--- src/snec_pkg.sv ---
// ----------------------------------------------------------------------------
// snec_pkg
// Shared types, constants and mixing functions of the node and edge counter.
// ----------------------------------------------------------------------------
package snec_pkg;

	localparam int NODE_SLOTS_DEF = 4096;
	localparam int EDGE_SLOTS_DEF = 4096;
	localparam int ADJ_KEYS_DEF   = 8192;

	localparam logic [63:0] GOLDEN = 64'h9e3779b97f4a7c15;
	localparam logic [63:0] MIX_M1 = 64'hbf58476d1ce4e5b9;
	localparam logic [63:0] MIX_M2 = 64'h94d049bb133111eb;
	localparam logic [63:0] FNV_P  = 64'h00000100000001b3;
	localparam logic [63:0] GAP_MAX = 64'h000000000000ffff;

	localparam logic [3:0] K_LOAD_NODE = 4'd0;
	localparam logic [3:0] K_LOAD_EDGE = 4'd1;
	localparam logic [3:0] K_LOAD_ADJ  = 4'd2;
	localparam logic [3:0] K_READ      = 4'd3;
	localparam logic [3:0] K_OCC       = 4'd4;
	localparam logic [3:0] K_Q_NODE    = 4'd5;
	localparam logic [3:0] K_Q_EDGE    = 4'd6;
	localparam logic [3:0] K_Q_TOTAL   = 4'd7;
	localparam logic [3:0] K_CLEAR     = 4'd8;

	localparam logic [1:0] CFG_NODE = 2'd0;
	localparam logic [1:0] CFG_EDGE = 2'd1;
	localparam logic [1:0] CFG_ADJ  = 2'd2;

	typedef struct packed {
		logic [3:0]  kind;
		logic [63:0] key;
		logic [12:0] slot;
		logic [31:0] position;
		logic [31:0] read_length;
	} in_item_t;

	typedef struct packed {
		logic [63:0] value;
		logic        node_hit;
		logic [11:0] node_index;
		logic        edge_hit;
		logic [11:0] edge_index;
		logic        novel;
	} out_item_t;

	// controller to datapath commands
	typedef struct packed {
		logic take;       // capture input item
		logic mix_start;  // start the pair-key hash
		logic clr_start;  // start count clearing sweep
		logic scan_start; // start table scans
		logic apply;      // update counts and totals, build result
	} cmd_t;

	// datapath to controller status
	typedef struct packed {
		logic mix_done;
		logic scan_done;
		logic clr_done;
	} sts_t;

	function automatic logic [63:0] xs30(input logic [63:0] x);
		return x ^ (x >> 30);
	endfunction

	function automatic logic [63:0] xs27(input logic [63:0] x);
		return x ^ (x >> 27);
	endfunction

	function automatic logic [63:0] xs31(input logic [63:0] x);
		return x ^ (x >> 31);
	endfunction

endpackage

--- src/snec_ctrl.sv ---
// ----------------------------------------------------------------------------
// snec_ctrl
// Sequencer for one request at a time and the output handshake.
// ----------------------------------------------------------------------------
module snec_ctrl (
	input  logic           clk,
	input  logic           arst_n,
	input  logic           in_valid,
	output logic           in_ready,
	output logic           out_valid,
	input  logic           out_ready,
	input  logic [3:0]     kind,
	input  snec_pkg::sts_t sts,
	output snec_pkg::cmd_t cmd
);
	import snec_pkg::*;

	localparam logic [2:0] S_IDLE  = 3'd0;
	localparam logic [2:0] S_START = 3'd1;
	localparam logic [2:0] S_WAIT  = 3'd2;
	localparam logic [2:0] S_APPLY = 3'd3;
	localparam logic [2:0] S_HOLD  = 3'd4;
	localparam logic [2:0] S_CLR   = 3'd5;
	localparam logic [2:0] S_MIX   = 3'd6;

	logic [2:0] state_q;
	logic       ovalid_q;

	assign in_ready  = state_q == S_IDLE && sts.clr_done && (!ovalid_q || out_ready);
	assign out_valid = ovalid_q;

	always_comb begin
		cmd = '0;
		cmd.take = in_valid && in_ready;
		case (state_q)
			S_START: begin
				cmd.mix_start = kind == K_OCC;
				cmd.clr_start = kind == K_CLEAR;
			end
			// scan only once the pair key is ready
			S_MIX:   cmd.scan_start = sts.mix_done;
			S_APPLY: cmd.apply = 1'b1;
			default: ;
		endcase
	end

	always_ff @(posedge clk or negedge arst_n) begin
		if (!arst_n) begin
			state_q  <= S_IDLE;
			ovalid_q <= 1'b0;
		end else begin
			if (state_q == S_HOLD) ovalid_q <= 1'b1;
			else if (out_ready) ovalid_q <= 1'b0;
			case (state_q)
				S_IDLE:  if (cmd.take) state_q <= S_START;
				S_START: state_q <= (kind == K_CLEAR) ? S_CLR :
					(kind == K_OCC) ? S_MIX : S_WAIT;
				S_MIX:   if (sts.mix_done) state_q <= S_WAIT;
				S_CLR:   if (sts.clr_done) state_q <= S_APPLY;
				S_WAIT:  if (sts.scan_done) state_q <= S_APPLY;
				S_APPLY: state_q <= S_HOLD;
				S_HOLD:  state_q <= S_IDLE;
				default: state_q <= S_IDLE;
			endcase
		end
	end

	ap_out_hold: assert property (@(posedge clk) disable iff (!arst_n)
		out_valid && !out_ready |=> out_valid) else $error("result dropped");
	ap_one_item: assert property (@(posedge clk) disable iff (!arst_n)
		cmd.take |=> !in_ready) else $error("second request taken");
	ap_apply_out: assert property (@(posedge clk) disable iff (!arst_n)
		cmd.apply |=> ##1 out_valid) else $error("no result after apply");
endmodule

--- config.mk ---
export PLATFORM = sky130hd
export DESIGN_NAME = snec_ctrl
export DESIGN_NICKNAME = d
export VERILOG_FILES = /design/src/snec_pkg.sv /design/src/snec_ctrl.sv
export SDC_FILE = /design/constraint.sdc
export NUM_CORES = 1
export LEC_CHECK = 0
export BUFFER_PORTS_ARGS = -buffer_cell sky130_fd_sc_hd__buf_4
export CORE_AREA = 2 2 39 41
export DETAILED_ROUTE_END_ITERATION = 10
export DIE_AREA = 0 0 41 43
export HOLD_SLACK_MARGIN = 0.12
export PLACE_DENSITY = 0.58
export SYNTH_ARGS = -nofsm -noshare
export SYNTH_HDL_FRONTEND = slang
export SYNTH_SLANG_ARGS = --single-unit
--- constraint.sdc ---
create_clock -name clk -period 1.35 [get_ports clk]
set_input_delay 0 -clock clk [delete_from_list [all_inputs] [get_ports clk]]
set_output_delay 0 -clock clk [all_outputs]
set_load 0.005 [all_outputs]
==> results of run 1 <==
sequential cells by signal (all words and copies together) (netlist names):
signal	flops
state_q	3
out_valid	1
cell type report:
cell class              count  share of cell area (%)
clock buffers               3                    3.85
multi-input cells          26                    34.7
repair buffers             28                    40.3
well taps                  16                    3.43
inverters                   1                   0.642
flip-flops and latches      4                    17.1
where the power goes:
part / internal [W] / switching (W) / total, W
logic: 0.000335 / 0.000216 / 0.000552
clock network: 0.000100 / 0.0000599 / 0.000160
registers: 0.000175 / 0.0000399 / 0.000215
how the worst min path moves through the flow:
stage               startpoint          to  slack, ps  cells past startpoint
detailed placement      arst_n   out_valid       -200                      1
global route            sts[0]  state_q[1]        160                      3
CTS                     sts[0]  state_q[1]        130                      3
global placement        arst_n   out_valid       -200                      1
floorplan               arst_n   out_valid       -300                      0
finish                  sts[0]  state_q[1]        130                      3
cells in the mapped netlist, types with 2 or more instances:
library cell | number | area (µm²)
dfrtp_1 | 4 | 100
nand2_1 | 2 | 7.51
nand2b_1 | 2 | 12.5
nor2_1 | 3 | 11.3
nor4_1 | 2 | 12.5
worst max-delay path, cell delays in order, from the launching register on:
cell and delay [ps]:
dfrtp_1 370, buf_6 120, and2b_1 200, nor3b_1 140, or4_1 460
cell families after synthesis:
kind of cell	count (synthesis)	share of synthesized area, %
simple gates	21	49.8
compound gates	4	10.9
flops	4	34.9
xor+xnor	1	3.06
buf+inv	1	1.31
what timing repair did:
item,CTS,global route
hold buffers,4,0
resized for setup,4,4
hold endpoints to repair,6,0
setup buffers,4,0
setup endpoints to repair,2,5
pin swaps,2,2
metal layers:
metal  vias up  share of wire, %
met5         -                 0
met4         0               2.6
met3         4                10
met2        26                49
met1       167                38
li1        179                 -
per-stage QoR:
step	TNS (ps)	power [W]	instance area, µm²	cells
floorplan	0	0.000415	287	31
global placement	0	0.000605	457	67
detailed placement	-12.4	0.000613	457	67
CTS	-168	0.000883	564	78
global route	-314	0.000992	584	78
finish	-155	0.000927	584	78
==> results.md, run 1 <==
- Antenna Violating Nets Remaining: 0
- Lkg Pwr: 0.285 nW
- Commonest non-fill, non-tap cell in the layout: buf_4
- GR Layer Usage met2: 20.6%
- Main synth FF type: dfrtp_1
- Final min period: 1420 ps
- CTS tree: yes
- Layout cells sized above 1: 56.5%
- Post-synthesis area per instance: 9.24 µm²
- R2R setup slack: -70 ps
- Met3 usage: 4.71%
- Routability cong.: 0.862
- Crit path required time: 1460 ps
- FFs w/ async S/R, synth: 100%
- Crit path max fanout: 5
- Starting DRT DRC Count: 8
- Worst slack, placed: -12.4 ps
- WS Path Type: flop to flop
- VDD IR max: 0.000592 V
- Area grow syn2layout: 104%
- Setup Skew: 0.443 ps
- Nets@finish: 75
- First-pass GRT wire length: 1550 µm
- Hold Worst Slack: 133 ps
- Fmax: 705 MHz
- Die area: 1760 µm²
- Actual slew at the worst max-slew pin: 245 ps
- Multi-input logic area: 203 µm²
- Layout Utilization: 42.2%
- Hold crit path type: primary input to flop
- Critical R2R Launch: state_q[1]
- Vias: 376
- Synth Instances: 31
- Clock-pin transition on the worst setup and hold timing paths: 40 ps
- Post-DP HPWL: 676 µm
- Final Cycle Share: 105%
- Routed wire length: 969 µm
- Crit. Startpoint: state_q[1]
- Clk sinks: 4
- Rows: 14
- Vias per inst: 4.82
- Vias in the first global route: 365
- Cell variety after synth: 23
- I/O pin count: 18
- Antenna violations before repair: 0
- Reg-to-Reg End: state_q[2]
- Final setup violation count: 3
- Post-synth EDFFs: 0
- CTS root buffer: clkbuf_4
- Global route overflow: 0
- WP data arrival: 1530 ps
- Max-capacitance violation count: 0
- GRT busiest layer: met2
- Wire length per cell: 12.4 µm
- CP endpoint: state_q[2]
- Drt pass-1 iters: 4
- Power density over cell area: 1590 nW/µm²
- Yosys Warn Count: 0
- Die extent in y: 43 µm
- TritonCTS Buffers: 3
- Final WS setup: -67.5 ps
- Max Slew Vio Count: 0
- Unrepaired setup endpoints after global routing: yes
- # diodes: 0
- Commonest cells after routing, fill and taps aside: buf_4 (20), dlygate4sd3_1 (4), dfrtp_1 (4), buf_6 (4), clkbuf_4 (3)
- Post-synth design cell area: 287 µm²
- Reg2Reg Depth: 4
- Placeable Area: 1380 µm²
- # DRC: 0
- CTS H-tree lvls: 1
- Final Hold Fails: 0
- Seq/Total Area, Yosys: 34.9%
- Number of synthesized register bits: 4
- Max_slew headroom: 83.5%
- Register area: 100 µm²
- Status: finished with violations
- Pin count of the biggest net entering global routing: 6
- Worst-case clock buffer depth: 2
- IO buf count: 17
- Mapped Nets: 42
- Failing checks: setup timing
- Die W: 41 µm
- Total GRT Usage: 13.9%
- Initial cell density of the core: 20.7%
- Fillers: 147
- Clock latency on the worst-skew pair: 240 ps
- Worst setup SP type: flop
- CP endpoint kind: flop
- Met1 Resource Use GR: 15.7%
Power figures use the tool's default switching activity.
==> run 2: changes to the inputs <==
CELL_PAD_IN_SITES_DETAIL_PLACEMENT = 2   (was not set)
CELL_PAD_IN_SITES_GLOBAL_PLACEMENT = 2   (was not set)
CORE_AREA = not set   (was 2 2 39 41)
CORE_MARGIN = 2   (was not set)
CORE_UTILIZATION = 18   (was not set)
DIE_AREA = not set   (was 0 0 41 43)
PLACE_DENSITY = 0.78   (was 0.58)
SETUP_SLACK_MARGIN = 0.3   (was not set)
==> run 2 against run 1 <==
Net effect: the flow still finishes with violations (setup timing); highest routed layer unchanged; sequential power about the same; first-iteration DRC count shrank 25%; global-route usage rose by 0.14 points; die area increased by 9.3%; clock-buffer cell count stayed put; cell area is 4.7% higher; via count grew 2.9%; clock skew grew 7.7 ps; wire length increased by 23%; combinational power is 16% higher.
==> results.md, run 2 (same netlist as run 1, synthesis figures left out) <==
- Final min period: 1440 ps (+20.2 ps)
- First-pass GRT wire length: 1850 µm (+20%)
- Max-capacitance violation count: 0 (unchanged)
- CTS tree: yes
- Post-DP HPWL: 772 µm (+14%)
- Pin count of the biggest net entering global routing: 6 (unchanged)
- Unrepaired setup endpoints after global routing: yes
- Wire length per cell: 15.1 µm (+22%)
- Setup Skew: 8.11 ps (+7.67 ps)
- Worst-case clock buffer depth: 2 (unchanged)
- WP data arrival: 1440 ps (-90 ps)
- Critical R2R Launch: state_q[0]
- TritonCTS Buffers: 3 (unchanged)
- Placeable Area: 1510 µm² (+8.9%)
- Status: finished with violations
- Nets@finish: 76 (+1.3%)
- DP Area: 449 µm² (-1.6%)
- Met3 wire len: 72 µm (-27%)
- Largest register by flop count: state_q
- Antenna Violating Nets Remaining: 0 (unchanged)
- Reg-to-Reg End: state_q[2]
- Sw Pwr: 0.000354 W (+12%)
- Layout Utilization: 40.6% (-1.6 points)
- Clock Power Share: 15.6% (-1.7 points)
- Actual slew at the worst max-slew pin: 303 ps (+57.9 ps)
- Final setup violation count: 3 (unchanged)
- # diodes: 0 (unchanged)
- Commonest cells after routing, fill and taps aside: buf_4 (21), dlygate4sd3_1 (4), buf_6 (4)
- Vias in the first global route: 406 (+11%)
- Multi-input logic area: 221 µm² (+9.3%)
- Die area: 1930 µm² (+9.3%)
- Final Instance Area: 612 µm² (+4.7%)
- Clock latency on the worst-skew pair: 250 ps (about the same)
- Comb power frac: 63.2% (+3.7 points)
- Fillers: 174 (+18%)
- Uppermost layer routed: met4
- Drt pass-1 iters: 2 (-2)
- Max_slew headroom: 79.6% (-3.8 points)
- Routability cong.: 0.755 (-12%)
- Die W: 43.9 µm (+7.1%)
- Antenna violations before repair: 0 (unchanged)
- Area grow syn2layout: 114%
- Global route overflow: 0 (unchanged)
- CTS root buffer: clkbuf_4
- Final Cycle Share: 106% (+1.5 points)
- CP endpoint kind: output port
- Hold Worst Slack: 68.4 ps (-64.4 ps)
- Failing checks: setup timing
- Starting DRT DRC Count: 6 (-2)
- Reg2Reg Depth: 4 (unchanged)
- Seq pwr share: 21.2% (-2.0 points)
- # DRC: 0 (unchanged)
- CTS H-tree lvls: 1 (unchanged)
- Clock-pin transition on the worst setup and hold timing paths: 30 ps (about the same)
- Min-delay src: out_ready
- Total GRT Usage: 14.1% (+0.14 points)
- IO buf count: 17 (unchanged)
- Crit path required time: 1350 ps (-110 ps)
- Die extent in y: 43.9 µm (+2.1%)
- Max Slew Vio Count: 0 (unchanged)
- Crit path max fanout: 3 (-2)
- Final WS setup: -87.7 ps (-20.2 ps)
- Commonest non-fill, non-tap cell in the layout: buf_4
- Lkg Pwr: 0.291 nW (+2.3%)
- I/O pin count: 18 (unchanged)
- VDD IR max: 0.000639 V (+7.9%)
- Hold crit path type: primary input to flop
- Final Hold Fails: 0 (unchanged)
- Tot Pwr: 0.00101 W (+9.0%)
- Routed met2 length: 626 µm (+31%)
- Initial cell density of the core: 19.0% (-1.7 points)
- Max reg flops: 3 (unchanged)
- Layout cells sized above 1: 61.9% (+5.5 points)
- Post-cts hold buffer count: 4 (unchanged)
- WS Path Type: flop to output port
- R2R setup slack: -80 ps (about the same)
- Internal: 0.000657 W (+7.6%)
- Fmax: 696 MHz (-1.4%)
- Vias per inst: 4.90 (+1.6%)
- Worst hold stages: 3 (unchanged)
- Rows: 14 (unchanged)
- Worst setup SP type: flop
- Hold path endpoint: out_valid
- Vias: 387 (+2.9%)
- Power density over cell area: 1650 nW/µm² (+4.1%)
- Clk sinks: 4 (unchanged)
- Sw Ratio: 35.0% (+0.87 points)
- M1 WL: 477 µm (+31%)
- Register area: 101 µm² (+1.2%)
- Routed wire length: 1200 µm (+23%)
-- run 2: changes by cell type in the layout (fill, tap and decap cells not counted), sizes merged --
cell | previous run | this run
buf | 24 | 25
-- run 2: metal layers --
| layer | vias to the layer above | global-route usage (%) |
|---|---|---|
| met5 | - | 0 |
| met4 | 0 | 9.09 |
| met3 | 4 | 5.42 |
| met2 | 17 | 23.5 |
| met1 | 184 | 14.5 |
| li1 | 182 | - |
-- run 2: worst max-delay path, stage by stage (launching register included) --
cell and delay, ps:
dfrtp_2 400, or3b_4 430, nor4_4 230, buf_4 150
-- run 2: power by group through the flow --
stage | registers (W) | clock network (W) | logic (W)
3_3_place_gp | 0.000239 | 0 | 0.000364
6_report | 0.000214 | 0.000158 | 0.000639
3_5_place_dp | 0.000251 | 0 | 0.000365
5_1_grt | 0.000219 | 0.000176 | 0.000690
2_1_floorplan | 0.000224 | 0 | 0.000190
4_1_cts | 0.000211 | 0.000166 | 0.000573
-- run 2: worst max path at each step --
stage	from	end	slack, ps	depth (start not counted)
floorplan	state_q[0]	state_q[2]	80	3
global placement	state_q[2]	state_q[2]	-3	3
detailed placement	state_q[1]	state_q[2]	-40	3
CTS	state_q[2]	cmd[3]	-120	3
global route	state_q[2]	cmd[3]	-160	3
finish	state_q[2]	cmd[3]	-90	3
-- run 2: through the flow --
step / instances / setup TNS, ps / worst slack (ps)
floorplan: 31 / 0 / 81.4
global placement: 66 / -2.97 / -2.97
detailed placement: 66 / -44.9 / -44.9
CTS: 78 / -240 / -118
global route: 79 / -402 / -156
finish: 79 / -229 / -87.7
-- run 2: area by class of cell --
type / instances / area share [%]
Multi-Input combinational cell: 26 / 36.2
Sequential cell: 4 / 16.6
Tap cell: 16 / 3.27
Timing Repair Buffer: 29 / 39.7
Inverter: 1 / 0.613
Clock buffer: 3 / 3.68
-- run 2: timing repair --
| item | 4_1_cts | 5_1_grt |
|---|---|---|
| buffers inserted | 5 | 1 |
| pin swaps | 4 | 3 |
| resized for setup | 9 | 6 |
| setup endpoints to repair | 8 | 9 |
| endpoints found under the hold margin | 7 | 1 |
